### src/rtl/core/phx_pkg.sv
// ----------------------------------------------------------------------------
// phx_pkg
// Shared types, constants and helpers for the Phoenix escape-time engine.
// ----------------------------------------------------------------------------
package phx_pkg;

    localparam int COORD_BITS = 12;
    localparam int FRAC_BITS  = 24;
    localparam int COUNT_BITS = 16;

    localparam int DATA_W     = 32;
    localparam int PROD_W     = 2 * DATA_W;
    localparam int FLR_W      = PROD_W - FRAC_BITS;
    localparam int SUM_W      = FLR_W + 3;
    localparam int MPROD_W    = COORD_BITS + 1 + DATA_W;
    localparam int MAP_W      = MPROD_W + 2;
    localparam int APB_ADDR_W = 5;
    localparam int Q_DEPTH    = 4;

    localparam logic [PROD_W-1:0] ESC_BOUND = PROD_W'(25) << (2 * FRAC_BITS);

    localparam logic signed [DATA_W-1:0] RST_X_STEP    = 32'sd65536;
    localparam logic signed [DATA_W-1:0] RST_X_ORIGIN  = -32'sd33554432;
    localparam logic signed [DATA_W-1:0] RST_Y_STEP    = 32'sd65536;
    localparam logic signed [DATA_W-1:0] RST_Y_ORIGIN  = -32'sd33554432;
    localparam logic signed [DATA_W-1:0] RST_ADD_CONST = 32'sd9490000;
    localparam logic signed [DATA_W-1:0] RST_FB_GAIN   = -32'sd8388608;
    localparam logic [COUNT_BITS-1:0]    RST_ITER_LIM  = COUNT_BITS'(64);

    typedef enum logic [2:0] {
        REG_X_STEP     = 3'd0,
        REG_X_ORIGIN   = 3'd1,
        REG_Y_STEP     = 3'd2,
        REG_Y_ORIGIN   = 3'd3,
        REG_ADD_CONST  = 3'd4,
        REG_FB_GAIN    = 3'd5,
        REG_ITER_LIMIT = 3'd6
    } phx_reg_t;

    typedef enum logic [1:0] {
        PHX_IDLE,
        PHX_MUL,
        PHX_ADD
    } phx_state_t;

    typedef struct packed {
        logic signed [DATA_W-1:0] x_step;
        logic signed [DATA_W-1:0] x_origin;
        logic signed [DATA_W-1:0] y_step;
        logic signed [DATA_W-1:0] y_origin;
        logic signed [DATA_W-1:0] add_const;
        logic signed [DATA_W-1:0] fb_gain;
        logic [COUNT_BITS-1:0]    iter_limit;
    } phx_cfg_t;

    typedef struct packed {
        logic signed [DATA_W-1:0] re;
        logic signed [DATA_W-1:0] im;
    } phx_point_t;

    function automatic logic signed [DATA_W-1:0] sat32(input logic signed [PROD_W-1:0] v);
        logic signed [PROD_W-1:0] hi;
        logic signed [PROD_W-1:0] lo;
        hi = {{(PROD_W-DATA_W+1){1'b0}}, {(DATA_W-1){1'b1}}};
        lo = {{(PROD_W-DATA_W+1){1'b1}}, {(DATA_W-1){1'b0}}};
        if (v > hi) begin
            sat32 = hi[DATA_W-1:0];
        end else if (v < lo) begin
            sat32 = lo[DATA_W-1:0];
        end else begin
            sat32 = v[DATA_W-1:0];
        end
    endfunction

endpackage

### src/rtl/core/phx_queue.sv
// ----------------------------------------------------------------------------
// phx_queue
// Small first-in first-out queue of start points between front and back.
// ----------------------------------------------------------------------------
module phx_queue (
    input  logic                clk,
    input  logic                rst_n,
    input  logic                push,
    input  phx_pkg::phx_point_t push_data,
    input  logic                pop,
    output phx_pkg::phx_point_t pop_data,
    output logic                full,
    output logic                empty
);
    import phx_pkg::*;

    localparam int PTR_W = $clog2(Q_DEPTH);
    localparam int CNT_W = $clog2(Q_DEPTH + 1);

    phx_point_t        entry_reg [Q_DEPTH];
    logic [PTR_W-1:0]  wr_ptr_reg;
    logic [PTR_W-1:0]  rd_ptr_reg;
    logic [CNT_W-1:0]  count_reg;
    logic [PTR_W-1:0]  wr_ptr_next;
    logic [PTR_W-1:0]  rd_ptr_next;
    logic [CNT_W-1:0]  count_next;

    assign full     = (count_reg == CNT_W'(Q_DEPTH));
    assign empty    = (count_reg == '0);
    assign pop_data = entry_reg[rd_ptr_reg];

    always_comb
    begin
        wr_ptr_next = push ? PTR_W'(wr_ptr_reg + 1'b1) : wr_ptr_reg;
        rd_ptr_next = pop  ? PTR_W'(rd_ptr_reg + 1'b1) : rd_ptr_reg;
        count_next  = count_reg;
        if (push && !pop) begin
            count_next = CNT_W'(count_reg + 1'b1);
        end else if (pop && !push) begin
            count_next = CNT_W'(count_reg - 1'b1);
        end
    end

    always_ff @(posedge clk or negedge rst_n)
    begin
        if (!rst_n) begin
            wr_ptr_reg <= '0;
            rd_ptr_reg <= '0;
            count_reg  <= '0;
        end else begin
            wr_ptr_reg <= wr_ptr_next;
            rd_ptr_reg <= rd_ptr_next;
            count_reg  <= count_next;
        end
    end

    always_ff @(posedge clk)
    begin
        if (push) begin
            entry_reg[wr_ptr_reg] <= push_data;
        end
    end

endmodule

### config.mk
export PLATFORM = sky130hd
export DESIGN_NAME = phx_queue
export DESIGN_NICKNAME = d
export VERILOG_FILES = /design/src/rtl/core/phx_pkg.sv /design/src/rtl/core/phx_queue.sv
export SDC_FILE = /design/constraint.sdc
export NUM_CORES = 1
export LEC_CHECK = 0
export BUFFER_PORTS_ARGS = -buffer_cell sky130_fd_sc_hd__buf_2
export CORE_ASPECT_RATIO = 1.5
export CORE_MARGIN = 2
export CORE_UTILIZATION = 45
export CTS_CLUSTER_DIAMETER = 60
export DETAILED_ROUTE_END_ITERATION = 8
export PLACE_DENSITY = 0.78
export SETUP_SLACK_MARGIN = 0.5
export SYNTH_ARGS = -nofsm -noshare
export SYNTH_HDL_FRONTEND = slang
export SYNTH_SLANG_ARGS = --single-unit
### constraint.sdc
create_clock -name clk -period 2.7 [get_ports clk]
set_input_delay 0.405 -clock clk [delete_from_list [all_inputs] [get_ports clk]]
set_output_delay 0.405 -clock clk [all_outputs]
set_load 0.05 [all_outputs]
==> results.ini <==
[status]
outcome = complete, no violations

[cts]
htree_levels = 1
cts_root_buf = clkbuf_16
cts_buffer_depth = 3
clock_sinks = 263
numCtsBuffers = 24
insertion_delay_ns = 0.51
cts_tree = done
clk_pin_slew_ns = 0.06

[placed_design]
gp_congestion = 0.679
io_buffers = 133
place_area_sq_um = 10700
place_hpwl_microns = 10300

[hold_path]
hold_path_depth = 2
hold_end = rd_ptr_reg[0]$_DFFE_PN0P_
hp-class = input pin to flop
min-delay-start = pop

[pwr]
leakage_uw = 0.00413
p_per_area_nw_per_um2 = 1280
peakVddDrop_v = 0.000980

[cells_and_area]
largest_reg_flops = 256
area_delta_synth_final_pct = 24.5
post-route-util = 0.571
drive_gt1_frac = 0.461
fin_nets = 608
n_fill_cell = 1503
seq_area_sq_um = 7870
n_antenna_cell = 0
multi_input_area_sq_um = 1650
final_area_sq_um = 12000

[setup_path]
r2r_start = wr_ptr_reg[0]$_DFFE_PN0P_
r2r_slack_ns = 0.87
worstPathRequired_ns = 2.30
worstPathMaxFanout = 9
rr_endpoint = entry_reg[0][59]$_DFFE_PP_
startpoint_type = flop
endpoint_kind = output pin
worstSetupStartpoint = rd_ptr_reg[0]$_DFFE_PN0P_
worst-setup-path-type = flop to output pin
arrival_ns = 1.98
r2r_cells = 4

[synthesis]
synth.net_count = 442
synth-async-reset-ratio = 0.0266
synth_seq_cells = 263
yosysWarnings = 0
synth_ff_type = edfxtp_1
yosysMostFrequentCell = edfxtp_1
avgSynthCellArea_sq_um = 26.2
syn_area_sq_um = 9620
synthTopCellsByArea = edfxtp_1, mux4_2, dfrtp_1, ha_1, buf_6
yosys.area.top_type_share = 0.799
synth_top_area_cell = edfxtp_1
yosysSeqAreaShare = 0.817
ys_types = 19
synthTopCellsByCount = edfxtp_1, mux4_2, dfrtp_1, buf_2
synth_cells = 368
synth_edf_count = 256

[sta]
fin_crit_ns = 2.39
holdWs_ns = 0.110
finalHoldViolations = 0
rsz0062_at_grt = true
setup_viol = 0
skew_ns = 0.00821
relSlewSlack = 0.610
tns_ns = 0
fmax_mhz = 419
finalCritPeriodShare = 0.884
drv_slew = 0
worst_slew_pin_slew_ns = 0.585

[drt]
drt-total-wl_microns = 17400
vias_per_cell = 5.30
drc = 0
ant_nets = 0
dr.pass1.iters = 4
vias = 4332
first_iter_violations = 314
wire_per_inst_microns = 21.3

[die]
core_sq_um = 21000
floorplan.initialDensity = 0.459
ios = 134
die_h_microns = 183
die-area_sq_um = 22600
rows = 65
die-width_microns = 123

[grt]
gr-usage-met1 = 0.198
use_met3 = 0.0370
grt_usage = 0.155
grt_overflow = 0
grt_pass1_wl_microns = 26400
grt_max_degree = 66
grt_busiest_layer = met2
antenna_found_initial = 0
grtUsageMet2 = 0.268
grt_pass1_vias = 4796

[flow_run]
cap_viol_max_count = 0

-- worst max-delay path by stage --
stage                   endpoint  cells past startpoint  slack [ns]
global route         pop_data[0]                      4        0.24
finish              pop_data[57]                      4        0.31
global placement    pop_data[31]                      3        0.56
detailed placement  pop_data[35]                      3        0.55
floorplan                   full                      1        0.70
CTS                 pop_data[35]                      4        0.25
-- layer usage --
layer | vias to the layer above | wire (microns)
met3 | 24 | 938
li1 | 1914 | -
met2 | 114 | 9420
met4 | 0 | 264
met1 | 2280 | 6740
met5 | - | 0
-- final cells by class --
cell class	count	area share
Clock buffer	33	0.0547
Clock inverter	8	0.00324
Inverter	4	0.00125
Multi-Input combinational cell	87	0.138
Sequential cell	263	0.657
Tap cell	268	0.0280
Timing Repair Buffer	154	0.118
-- cell families after synthesis --
logic type | after synthesis | synth area share
fa+ha+maj | 6 | 0.00858
compound gates | 1 | 0.000520
mux | 65 | 0.151
buf+inv | 18 | 0.0125
xor+xnor | 6 | 0.00546
flops | 263 | 0.817
simple gates | 9 | 0.00507
-- report_power, final --
| group | total (uW) | internal [uW] | leakage (uW) | switching, uW |
|---|---|---|---|---|
| clock | 3010 | 1690 | 0.000340 | 1320 |
| sequential | 5550 | 5350 | 0.00243 | 199 |
| combinational | 6810 | 2710 | 0.00135 | 4090 |
-- through the flow --
stage / worst slack [ns] / power [uW] / cells
after floorplan: 0.696 / 9970 / 368
after detailed placement: 0.551 / 11300 / 765
after global routing: 0.244 / 16000 / 817
after global placement: 0.556 / 11200 / 765
final: 0.314 / 15400 / 817
after CTS: 0.254 / 15000 / 813
-- critical path, stage by stage, from the launching register on --
cell and delay, ns:
dfrtp_4 0.43, buf_12 0.17, buf_12 0.16, mux4_2 0.51, buf_4 0.21
-- timing repair --
item / in CTS / in global routing
endpoints found under the hold margin: 7 / 0
setup endpoints to repair: 64 / 64
hold buffers: 1 / 0
gates resized for setup: 81 / 48
setup buffers: 6 / 1
gates cloned: 0 / 3
-- placed cells by master (no fill, tap or decap), types with 2 or more instances in the layout --
master     Yosys  layout
clkinv_2       0       3
buf_4          2      10
dfrtp_1        7       5
buf_12         0       8
clkbuf_16      0      28
edfxtp_1     256     256
buf_6          5      60
and2_4         0       4
buf_16         0       2
xor2_1         4       4
xnor2_1        2       2
clkbuf_1       1       8
dfrtp_4        0       2
inv_1          4       4
nand2_1        2       2
buf_2          6      69
ha_1           5       5
mux4_2        64      64
clkinv_1       0       4
Note: power is estimated with default switching activity, not from simulation.
