`config.mk`:
```
export PLATFORM = sky130hd
export DESIGN_NAME = phx_front
export DESIGN_NICKNAME = d
export VERILOG_FILES = /design/src/rtl/core/phx_pkg.sv /design/src/rtl/core/phx_front.sv
export SDC_FILE = /design/constraint.sdc
export NUM_CORES = 2
export LEC_CHECK = 0
export ABC_AREA = 1
export BUFFER_PORTS_ARGS = -buffer_cell sky130_fd_sc_hd__buf_4
export CAP_MARGIN = 10
export CORE_ASPECT_RATIO = 1.1
export CORE_MARGIN = 2
export CORE_UTILIZATION = 50
export DETAILED_ROUTE_END_ITERATION = 16
export HOLD_SLACK_MARGIN = 0.03
export PLACE_DENSITY_LB_ADDON = 0.25
export SETUP_SLACK_MARGIN = 0.15
export SLEW_MARGIN = 10
export SYNTH_ARGS = -nofsm -noshare
export SYNTH_HDL_FRONTEND = slang
export SYNTH_SLANG_ARGS = --single-unit
```
`constraint.sdc`:
```
create_clock -name clk -period 12.7 [get_ports clk]
set_input_delay 3.81 -clock clk [delete_from_list [all_inputs] [get_ports clk]]
set_output_delay 3.81 -clock clk [all_outputs]
set_load 0.005 [all_outputs]
```
`src/rtl/core/phx_pkg.sv`:
```
// ----------------------------------------------------------------------------
// phx_pkg
// Shared types, constants and helpers for the Phoenix escape-time engine.
// ----------------------------------------------------------------------------
package phx_pkg;

    localparam int COORD_BITS = 12;
    localparam int FRAC_BITS  = 24;
    localparam int COUNT_BITS = 16;

    localparam int DATA_W     = 32;
    localparam int PROD_W     = 2 * DATA_W;
    localparam int FLR_W      = PROD_W - FRAC_BITS;
    localparam int SUM_W      = FLR_W + 3;
    localparam int MPROD_W    = COORD_BITS + 1 + DATA_W;
    localparam int MAP_W      = MPROD_W + 2;
    localparam int APB_ADDR_W = 5;
    localparam int Q_DEPTH    = 4;

    localparam logic [PROD_W-1:0] ESC_BOUND = PROD_W'(25) << (2 * FRAC_BITS);

    localparam logic signed [DATA_W-1:0] RST_X_STEP    = 32'sd65536;
    localparam logic signed [DATA_W-1:0] RST_X_ORIGIN  = -32'sd33554432;
    localparam logic signed [DATA_W-1:0] RST_Y_STEP    = 32'sd65536;
    localparam logic signed [DATA_W-1:0] RST_Y_ORIGIN  = -32'sd33554432;
    localparam logic signed [DATA_W-1:0] RST_ADD_CONST = 32'sd9490000;
    localparam logic signed [DATA_W-1:0] RST_FB_GAIN   = -32'sd8388608;
    localparam logic [COUNT_BITS-1:0]    RST_ITER_LIM  = COUNT_BITS'(64);

    typedef enum logic [2:0] {
        REG_X_STEP     = 3'd0,
        REG_X_ORIGIN   = 3'd1,
        REG_Y_STEP     = 3'd2,
        REG_Y_ORIGIN   = 3'd3,
        REG_ADD_CONST  = 3'd4,
        REG_FB_GAIN    = 3'd5,
        REG_ITER_LIMIT = 3'd6
    } phx_reg_t;

    typedef enum logic [1:0] {
        PHX_IDLE,
        PHX_MUL,
        PHX_ADD
    } phx_state_t;

    typedef struct packed {
        logic signed [DATA_W-1:0] x_step;
        logic signed [DATA_W-1:0] x_origin;
        logic signed [DATA_W-1:0] y_step;
        logic signed [DATA_W-1:0] y_origin;
        logic signed [DATA_W-1:0] add_const;
        logic signed [DATA_W-1:0] fb_gain;
        logic [COUNT_BITS-1:0]    iter_limit;
    } phx_cfg_t;

    typedef struct packed {
        logic signed [DATA_W-1:0] re;
        logic signed [DATA_W-1:0] im;
    } phx_point_t;

    function automatic logic signed [DATA_W-1:0] sat32(input logic signed [PROD_W-1:0] v);
        logic signed [PROD_W-1:0] hi;
        logic signed [PROD_W-1:0] lo;
        hi = {{(PROD_W-DATA_W+1){1'b0}}, {(DATA_W-1){1'b1}}};
        lo = {{(PROD_W-DATA_W+1){1'b1}}, {(DATA_W-1){1'b0}}};
        if (v > hi) begin
            sat32 = hi[DATA_W-1:0];
        end else if (v < lo) begin
            sat32 = lo[DATA_W-1:0];
        end else begin
            sat32 = v[DATA_W-1:0];
        end
    endfunction

endpackage

```
`src/rtl/core/phx_front.sv`:
```
// ----------------------------------------------------------------------------
// phx_front
// Accepts pixel beats and maps each pixel to its complex start point.
// ----------------------------------------------------------------------------
module phx_front (
    input  logic                          clk,
    input  logic                          rst_n,
    input  phx_pkg::phx_cfg_t             cfg,
    input  logic                          pix_valid,
    output logic                          pix_stall,
    input  logic [phx_pkg::COORD_BITS-1:0] pixel_column,
    input  logic [phx_pkg::COORD_BITS-1:0] pixel_row,
    output logic                          push,
    output phx_pkg::phx_point_t           push_data,
    input  logic                          q_full
);
    import phx_pkg::*;

    logic                       s1_valid_reg;
    logic                       s1_valid_next;
    logic signed [MPROD_W-1:0]  col_prod_reg;
    logic signed [MPROD_W-1:0]  row_prod_reg;
    logic signed [MAP_W-1:0]    im_sum;
    logic signed [MAP_W-1:0]    re_sum;
    logic                       accept;

    assign pix_stall = s1_valid_reg && q_full;
    assign accept    = pix_valid && !pix_stall;
    assign push      = s1_valid_reg && !q_full;

    always_comb
    begin
        im_sum = {{(MAP_W-MPROD_W){col_prod_reg[MPROD_W-1]}}, col_prod_reg}
               + {{(MAP_W-DATA_W){cfg.x_origin[DATA_W-1]}}, cfg.x_origin};
        re_sum = -({{(MAP_W-MPROD_W){row_prod_reg[MPROD_W-1]}}, row_prod_reg}
               + {{(MAP_W-DATA_W){cfg.y_origin[DATA_W-1]}}, cfg.y_origin});
        push_data.im = sat32({{(PROD_W-MAP_W){im_sum[MAP_W-1]}}, im_sum});
        push_data.re = sat32({{(PROD_W-MAP_W){re_sum[MAP_W-1]}}, re_sum});
    end

    always_comb
    begin
        s1_valid_next = s1_valid_reg;
        if (accept) begin
            s1_valid_next = 1'b1;
        end else if (push) begin
            s1_valid_next = 1'b0;
        end
    end

    always_ff @(posedge clk or negedge rst_n)
    begin
        if (!rst_n) begin
            s1_valid_reg <= 1'b0;
        end else begin
            s1_valid_reg <= s1_valid_next;
        end
    end

    always_ff @(posedge clk)
    begin
        if (accept) begin
            col_prod_reg <= MPROD_W'($signed({1'b0, pixel_column})) * MPROD_W'(cfg.x_step);
            row_prod_reg <= MPROD_W'($signed({1'b0, pixel_row})) * MPROD_W'(cfg.y_step);
        end
    end

endmodule

```
==> metrics.cfg <==
[global_routing]
grt_pass1_wl_um = 168000
first_global_vias = 33150
grt_usage = 0.265
grt_start_max_net_pins = 49
overflow = 0
antenna_found_initial = 4

[synth]
ys_ff_latch = 91
seq_area_frac_synth = 0.0707
synth-edff-count = 90
synth_cell_type_count = 46
synth_nets = 6672
netlist_area_um2 = 38600
async_flop_share = 0.0110
synth_flop_cell = edfxtp_1
synth.top_cell.area_share = 0.352
synth_cells = 5468
synth.avg_cell_area_um2 = 7.05
synth_top_cell_by_area = fa_1
yosys-top-cells-area = fa_1 35%, nand2_1 16%, inv_1 14%
yosys_warnings = 0

[route]
drtPass1Iterations = 8
drtAntennaViolNets = 0
drt_iter0_markers = 2053
viasPerCell = 5.01
finalWirelength_um = 102000
vias = 32984
drc = 0
drt-wirelength-per-cell_um = 15.5

[timing]
max_freq_ghz = 0.0870
tightest_slew_ns = 0.998
skew_ns = 0.00634
hold_violations = 0
rsz0062_at_grt = false
slew_headroom = 0.329
min_period_ns = 11.50
fin_crit_sh = 0.905
drv_slew = 0
fin_setup_tns_ns = 0
finalSetupViolations = 0

[place]
port_buffers = 221
post_dp_cell_area_um2 = 40900
gp_congestion = 0.929
hpwl_um = 86100

[setup_path]
worst-path-max-fanout = 31
arrival_ns = 7.69
cp-end-kind = primary output
crit_required_ns = 8.89
cp-start-kind = input pin
criticalPathCategory = in -> out

[clock_network]
cts_made_buffers = 9
cts_sinks = 91
cts_root_buf = clkbuf_16
post-cts-setup-buffer-count = 0
clkLatencyLatePin_ns = 0.36
cts_resized = 0
holdBufCountCts = 0
cts_tree = built
htreeDepth = 3
clockBufferDepth = 2
cts.clk_slew.worst_paths_ns = 0.07

[final_layout]
drive_above_1_share = 0.0547
n_fill_cell = 7536
nNetsFinal = 6759
finish.instance_area_um2 = 41200
final_common_cell = nand2_1
layout_common_cells = 1,671 x nand2_1, 1,486 x inv_1, 678 x fa_1
fin_util = 0.542
syn_to_final_growth_pct = 6.92

[floorplanning]
core_area_um2 = 76100
fp.dieW_um = 269
row_count = 106
die_h_um = 295
die_area_um2 = 79400
io_pins = 302
initial_core_util = 0.507

[worst_hold_path]
hold_path.class = reg -> reg

[job]
cap_violations = 0

[run_status]
outcome = finished clean

[kinds of logic after synthesis]
group           Yosys count  share of synthesized area
compound gates          388                     0.0553
xor+xnor                154                     0.0350
fa+ha+maj               968                      0.446
buf+inv                1641                      0.161
simple gates           2226                      0.232
flops                    91                     0.0707
[final cells by class]
class	count	area (um2)	area share
well taps	1026	1280	0.0311
clock buffers	9	225	0.00546
clock inverters	7	60.1	0.00146
multi-input cells	3736	29600	0.719
diodes	4	10.0	0.000243
inverters	1491	5600	0.136
repair buffers	226	1700	0.0411
flip-flops and latches	91	2730	0.0662
[stage by stage]
step,worst slack (ns),hold WS [ns],std cells
floorplan,2.23,0.456,5468
global placement,1.22,0.474,6570
detailed placement,1.21,0.490,6570
CTS,1.19,0.505,6586
global route,0.757,0.545,6590
finish,1.20,0.500,6590
[Yosys cell counts (6+ instances only)]
| cell | count |
|---|---|
| a21boi_0 | 16 |
| a21oi_1 | 201 |
| a31oi_1 | 28 |
| buf_6 | 6 |
| clkbuf_1 | 139 |
| edfxtp_1 | 90 |
| fa_1 | 678 |
| ha_1 | 290 |
| inv_1 | 1486 |
| nand2_1 | 1671 |
| nand2_2 | 13 |
| nand3_1 | 133 |
| nand3_2 | 10 |
| nand3b_1 | 6 |
| nand4_1 | 41 |
| nor2_1 | 283 |
| nor2_2 | 21 |
| nor2_4 | 6 |
| nor3_1 | 30 |
| o21a_1 | 17 |
| o21ai_0 | 97 |
| o21bai_1 | 8 |
| xnor2_1 | 61 |
| xor2_1 | 93 |
[routing by layer]
layer	vias to the layer above	global-route usage	part of all wire
met4	0	0.0568	0.019
li1	16136	-	-
met5	-	0	0
met3	110	0.0343	0.064
met1	15829	0.385	0.46
met2	909	0.424	0.46
[worst paths after layout]
check / end / slack (ns) / cells after the start / start
hold reg to reg: s1_valid_reg / 0.50 / 2 / s1_valid_reg
setup reg to reg: row_prod_reg[5] / 10.62 / 5 / s1_valid_reg
hold / removal: s1_valid_reg / 0.50 / 2 / s1_valid_reg
max in group asynchronous: s1_valid_reg / 9.41 / 1 / rst_n
setup / recovery: push_data[40] / 1.20 / 27 / cfg[80]
min in group asynchronous: s1_valid_reg / 3.21 / 1 / rst_n
[critical path, cell delays in order]
cell and delay, ns:
buf_4 0.08, ha_1 0.21, inv_1 0.07, fa_1 0.38, inv_1 0.13, nand2_1 0.06
nand2_1 0.11, nand3_1 0.10, nand2_1 0.17, nand2_1 0.07, nand2_1 0.17, nand3_2 0.15
nor2_2 0.16, nand2_2 0.11, nor2_4 0.15, nand3_1 0.13, nor2_1 0.26, nand3_1 0.12
nand2_1 0.08, nand2_1 0.07, nor2_1 0.11, nand2_1 0.06, nor2_1 0.12, nand3_1 0.09
nand2_2 0.40, nand2_1 0.13, buf_4 0.17
Power is not shown: default switching activity piles up to over one toggle a cycle in this logic, so the estimate is an artifact.
