--- config.mk ---
export PLATFORM = sky130hd
export DESIGN_NAME = phx_regs
export DESIGN_NICKNAME = d
export VERILOG_FILES = /design/src/rtl/core/phx_pkg.sv /design/src/rtl/core/phx_regs.sv
export SDC_FILE = /design/constraint.sdc
export NUM_CORES = 1
export LEC_CHECK = 0
export BUFFER_PORTS_ARGS = -buffer_cell sky130_fd_sc_hd__buf_2
export CAP_MARGIN = 15
export CORE_ASPECT_RATIO = 1.75
export CORE_UTILIZATION = 47
export CTS_CLUSTER_SIZE = 16
export DETAILED_ROUTE_END_ITERATION = 8
export GPL_ROUTABILITY_DRIVEN = 0
export PLACE_DENSITY = 0.75
export SLEW_MARGIN = 10
export SYNTH_ARGS = -nofsm -noshare
export SYNTH_HDL_FRONTEND = slang
export SYNTH_SLANG_ARGS = --single-unit
--- constraint.sdc ---
create_clock -name clk -period 2.35 [get_ports clk]
set_input_delay 0.705 -clock clk [delete_from_list [all_inputs] [get_ports clk]]
set_output_delay 0.705 -clock clk [all_outputs]
set_load 0.03 [all_outputs]
--- src/rtl/core/phx_pkg.sv ---
// ----------------------------------------------------------------------------
// phx_pkg
// Shared types, constants and helpers for the Phoenix escape-time engine.
// ----------------------------------------------------------------------------
package phx_pkg;

    localparam int COORD_BITS = 12;
    localparam int FRAC_BITS  = 24;
    localparam int COUNT_BITS = 16;

    localparam int DATA_W     = 32;
    localparam int PROD_W     = 2 * DATA_W;
    localparam int FLR_W      = PROD_W - FRAC_BITS;
    localparam int SUM_W      = FLR_W + 3;
    localparam int MPROD_W    = COORD_BITS + 1 + DATA_W;
    localparam int MAP_W      = MPROD_W + 2;
    localparam int APB_ADDR_W = 5;
    localparam int Q_DEPTH    = 4;

    localparam logic [PROD_W-1:0] ESC_BOUND = PROD_W'(25) << (2 * FRAC_BITS);

    localparam logic signed [DATA_W-1:0] RST_X_STEP    = 32'sd65536;
    localparam logic signed [DATA_W-1:0] RST_X_ORIGIN  = -32'sd33554432;
    localparam logic signed [DATA_W-1:0] RST_Y_STEP    = 32'sd65536;
    localparam logic signed [DATA_W-1:0] RST_Y_ORIGIN  = -32'sd33554432;
    localparam logic signed [DATA_W-1:0] RST_ADD_CONST = 32'sd9490000;
    localparam logic signed [DATA_W-1:0] RST_FB_GAIN   = -32'sd8388608;
    localparam logic [COUNT_BITS-1:0]    RST_ITER_LIM  = COUNT_BITS'(64);

    typedef enum logic [2:0] {
        REG_X_STEP     = 3'd0,
        REG_X_ORIGIN   = 3'd1,
        REG_Y_STEP     = 3'd2,
        REG_Y_ORIGIN   = 3'd3,
        REG_ADD_CONST  = 3'd4,
        REG_FB_GAIN    = 3'd5,
        REG_ITER_LIMIT = 3'd6
    } phx_reg_t;

    typedef enum logic [1:0] {
        PHX_IDLE,
        PHX_MUL,
        PHX_ADD
    } phx_state_t;

    typedef struct packed {
        logic signed [DATA_W-1:0] x_step;
        logic signed [DATA_W-1:0] x_origin;
        logic signed [DATA_W-1:0] y_step;
        logic signed [DATA_W-1:0] y_origin;
        logic signed [DATA_W-1:0] add_const;
        logic signed [DATA_W-1:0] fb_gain;
        logic [COUNT_BITS-1:0]    iter_limit;
    } phx_cfg_t;

    typedef struct packed {
        logic signed [DATA_W-1:0] re;
        logic signed [DATA_W-1:0] im;
    } phx_point_t;

    function automatic logic signed [DATA_W-1:0] sat32(input logic signed [PROD_W-1:0] v);
        logic signed [PROD_W-1:0] hi;
        logic signed [PROD_W-1:0] lo;
        hi = {{(PROD_W-DATA_W+1){1'b0}}, {(DATA_W-1){1'b1}}};
        lo = {{(PROD_W-DATA_W+1){1'b1}}, {(DATA_W-1){1'b0}}};
        if (v > hi) begin
            sat32 = hi[DATA_W-1:0];
        end else if (v < lo) begin
            sat32 = lo[DATA_W-1:0];
        end else begin
            sat32 = v[DATA_W-1:0];
        end
    endfunction

endpackage

--- src/rtl/core/phx_regs.sv ---
// ----------------------------------------------------------------------------
// phx_regs
// Configuration register bank behind the APB-style port.
// ----------------------------------------------------------------------------
module phx_regs (
    input  logic                          clk,
    input  logic                          rst_n,
    input  logic                          psel,
    input  logic                          penable,
    input  logic                          pwrite,
    input  logic [phx_pkg::APB_ADDR_W-1:0] paddr,
    input  logic [phx_pkg::DATA_W-1:0]    pwdata,
    output logic [phx_pkg::DATA_W-1:0]    prdata,
    output logic                          pready,
    output phx_pkg::phx_cfg_t             cfg
);
    import phx_pkg::*;

    phx_cfg_t cfg_reg;
    phx_cfg_t cfg_next;
    phx_reg_t idx;
    logic     wr_en;

    assign idx    = phx_reg_t'(paddr[APB_ADDR_W-1:2]);
    assign wr_en  = psel && penable && pwrite;
    assign pready = 1'b1;
    assign cfg    = cfg_reg;

    always_comb
    begin
        cfg_next = cfg_reg;
        if (wr_en) begin
            unique case (idx)
                REG_X_STEP:     cfg_next.x_step     = pwdata;
                REG_X_ORIGIN:   cfg_next.x_origin   = pwdata;
                REG_Y_STEP:     cfg_next.y_step     = pwdata;
                REG_Y_ORIGIN:   cfg_next.y_origin   = pwdata;
                REG_ADD_CONST:  cfg_next.add_const  = pwdata;
                REG_FB_GAIN:    cfg_next.fb_gain    = pwdata;
                REG_ITER_LIMIT: cfg_next.iter_limit = pwdata[COUNT_BITS-1:0];
                default:        cfg_next = cfg_reg;
            endcase
        end
    end

    always_comb
    begin
        unique case (idx)
            REG_X_STEP:     prdata = cfg_reg.x_step;
            REG_X_ORIGIN:   prdata = cfg_reg.x_origin;
            REG_Y_STEP:     prdata = cfg_reg.y_step;
            REG_Y_ORIGIN:   prdata = cfg_reg.y_origin;
            REG_ADD_CONST:  prdata = cfg_reg.add_const;
            REG_FB_GAIN:    prdata = cfg_reg.fb_gain;
            REG_ITER_LIMIT: prdata = {{(DATA_W-COUNT_BITS){1'b0}}, cfg_reg.iter_limit};
            default:        prdata = '0;
        endcase
    end

    always_ff @(posedge clk or negedge rst_n)
    begin
        if (!rst_n) begin
            cfg_reg.x_step     <= RST_X_STEP;
            cfg_reg.x_origin   <= RST_X_ORIGIN;
            cfg_reg.y_step     <= RST_Y_STEP;
            cfg_reg.y_origin   <= RST_Y_ORIGIN;
            cfg_reg.add_const  <= RST_ADD_CONST;
            cfg_reg.fb_gain    <= RST_FB_GAIN;
            cfg_reg.iter_limit <= RST_ITER_LIM;
        end else begin
            cfg_reg <= cfg_next;
        end
    end

endmodule

==> flow_summary.json <==
{
  "finalClockSkew_ns": 0,
  "irDropWorstVdd_v": 0.000807,
  "cts_buffers": 20,
  "period_minus_slack_ns": 2.44,
  "clkSinkCount": 208,
  "grt_usage_pct": 28.5,
  "stdcell_count": 1286,
  "cp_slowest_stage_delay_ns": 0.19,
  "crit_required_ns": 1.64,
  "synth_cell_types": 36,
  "synth_seq_area_share_pct": 53.8,
  "synthAdderAreaFrac_pct": 0,
  "synth_compound_area_share_pct": 5.95,
  "setup_viol": 27,
  "crit_buf_inv": 4,
  "pwr-share-comb_pct": 35.4,
  "finalHoldViolations": 0,
  "layout_commonest_cell": "buf_2",
  "power_frac_clock_pct": 26.0,
  "cts-root-buf": "clkbuf_16",
  "clock_path_buffers": 3,
  "syn_area_per_cell_sq_um": 14.4,
  "synth_area_leaders": "dfrtp_1 (44%), mux2_2 (17%), dfstp_2 (9.4%)",
  "rsz0062_at_grt": "true",
  "core-area_sq_um": 20300,
  "antenna_left": 0,
  "layout_common_cells": "buf_2 (243), dfrtp_1 (173), mux2_2 (145), mux2_1 (66)",
  "ys_seq_elements": 208,
  "die-area_sq_um": 21400,
  "drc": 0,
  "cpMostUsedCell": "buf_6",
  "clk_latency_ns": 0.49,
  "power.density_nw_per_um2": 914,
  "endpoint_kind": "primary output",
  "fmax_mhz": 410,
  "final_core_util_pct": 70.3,
  "synth-xor-area-share_pct": 0,
  "area_delta_synth_final_pct": 46.1,
  "first_pass_iters": 4,
  "synth-simple-area-share_pct": 3.71,
  "grt_pass1_wl_um": 46800,
  "first_iter_violations": 287,
  "row_count": 69,
  "crit_family": "buffers and inverters",
  "switching_share_pct": 37.3,
  "slowest_stage": "nor2b_4",
  "fill_cells": 1382,
  "drv_cap": 0,
  "dp_hpwl_um": 20100,
  "p_sw_mw": 4.87,
  "synth_fp_nets": 718,
  "antenna_found_initial": 2,
  "failed_checks": "setup timing",
  "cts.htree.levels": 1,
  "portBuffers": 279,
  "total_power_mw": 13.0,
  "die_x_um": 111,
  "worstPathCellList": "buf_16, buf_12, nor2b_4, buf_6, a221oi_4, a31oi_4, buf_6",
  "critical_path_arrival_ns": 1.73,
  "status": "complete, but fails checks",
  "wl_per_cell_um": 23.5,
  "layout-drive-gt1-share_pct": 66.5,
  "cts_tree": "built",
  "pwr-share-seq_pct": 38.6,
  "synth_top_area_share_pct": 44.4,
  "netlist_area_sq_um": 9750,
  "dp_cells": 1224,
  "criticalPathCategory": "input pin to primary output",
  "hp-class": "input pin to async pin",
  "final_nets": 1064,
  "clk_pin_slew_worst_paths_ns": 0.07,
  "avgViaCountPerCell": 5.76,
  "leakage_nw": 6.76,
  "die_h_um": 193,
  "synth_mux_area_share_pct": 33.0,
  "yosysTopAreaCell": "dfrtp_1",
  "largest_register_ffs": 208,
  "yosysWarnings": 0,
  "final_max_slew_viol_count": 0,
  "dpl-instance-area_sq_um": 12700,
  "start_kind": "input pin",
  "setup_slack_ns": -0.0874,
  "min_period_over_period_pct": 104,
  "synth_top_family_by_area": "multiplexers",
  "p_int_mw": 8.17,
  "grt_max_degree": 57,
  "ctsHoldBuffers": 0,
  "fin_area_sq_um": 14300,
  "path_max_fanout": 7,
  "grt_pass1_vias": 7946,
  "ios": 283,
  "globalRouteOverflowTotal": 0,
  "initial_core_util_pct": 48.1,
  "wl_um": 30200,
  "vias": 7402,
  "place_worst_setup_slack_ns": -0.415,
  "synthCells": 676
}
==> per-layer routing <==
metal | GRT usage (%) | part of all wire (%) | up-vias
met4 | 12.3 | 4.4 | 0
met3 | 4.74 | 4.6 | 85
li1 | - | - | 3221
met2 | 53.1 | 55 | 260
met5 | 0 | 0 | -
met1 | 31.9 | 36 | 3836
==> timing repair <==
item	in CTS	in global routing
resized for setup	139	11
endpoints found under the hold margin	0	0
gates cloned	8	0
buffers inserted	16	0
pin swaps	29	14
endpoints found under the setup margin	32	32
==> final timing paths <==
kind / startpoint / endpoint / slack (ns) / depth (start not counted)
min: rst_n / cfg[141] / 0.17 / 1
min reg2reg: cfg[55] / cfg[55] / 0.52 / 1
max reg2reg: cfg[69] / cfg[69] / 1.50 / 1
max in group asynchronous: rst_n / cfg[106] / 1.48 / 2
min in group clk: pwdata[30] / cfg[206] / 0.51 / 2
max: paddr[3] / prdata[30] / -0.09 / 7
==> area by class of cell <==
| class | count | area, sq um | share of cell area [%] |
|---|---|---|---|
| diodes | 2 | 5.00 | 0.0351 |
| clock buffers | 29 | 606 | 4.25 |
| clock inverters | 7 | 87.6 | 0.614 |
| inverters | 1 | 3.75 | 0.0263 |
| multi-input cells | 416 | 4960 | 34.8 |
| flip-flops and latches | 208 | 5250 | 36.8 |
| well taps | 248 | 310 | 2.18 |
| repair buffers | 375 | 3030 | 21.2 |
==> synthesized netlist by cell type (all sizes together) <==
master and number:
a211o 11, a211oi 1, a21boi 11, a21o 6
a21oi 1, a221oi 3, a31oi 3, buf 40
clkbuf 11, conb 1, dfrtp 173, dfstp 35
inv 1, mux2 214, mux2i 81, nand2 8
nand2b 3, nand3 1, nand3b 5, nand4 1
nand4b 11, nor2 7, nor2b 1, o211ai 5
o21ai 12, o221ai 17, o22a 6, or2 1
or3 6
==> stage by stage <==
step | hold slack (ns) | setup TNS (ns)
2_1_floorplan | 0.409 | -0.00282
3_3_place_gp | 0.489 | -32.43
3_5_place_dp | 0.498 | -35.86
4_1_cts | 0.186 | -0.948
5_1_grt | 0.202 | -1.76
6_report | 0.174 | -0.866
==> kinds of logic after synthesis <==
kind of cell,Yosys count
DFF,208
buffers and inverters,52
muxes,295
AOI/OAI and AO/OA,76
other,1
and+or+nand+nor,44
==> power by group through the flow <==
| stage | logic, mW | registers, mW | clock network, mW |
|---|---|---|---|
| floorplan | 1.56 | 6.36 | 0 |
| global placement | 4.24 | 5.02 | 0 |
| detailed placement | 4.32 | 5.06 | 0 |
| CTS | 4.62 | 5.02 | 3.45 |
| global route | 4.83 | 5.12 | 3.58 |
| finish | 4.61 | 5.03 | 3.39 |
Power figures use the tool's default switching activity.
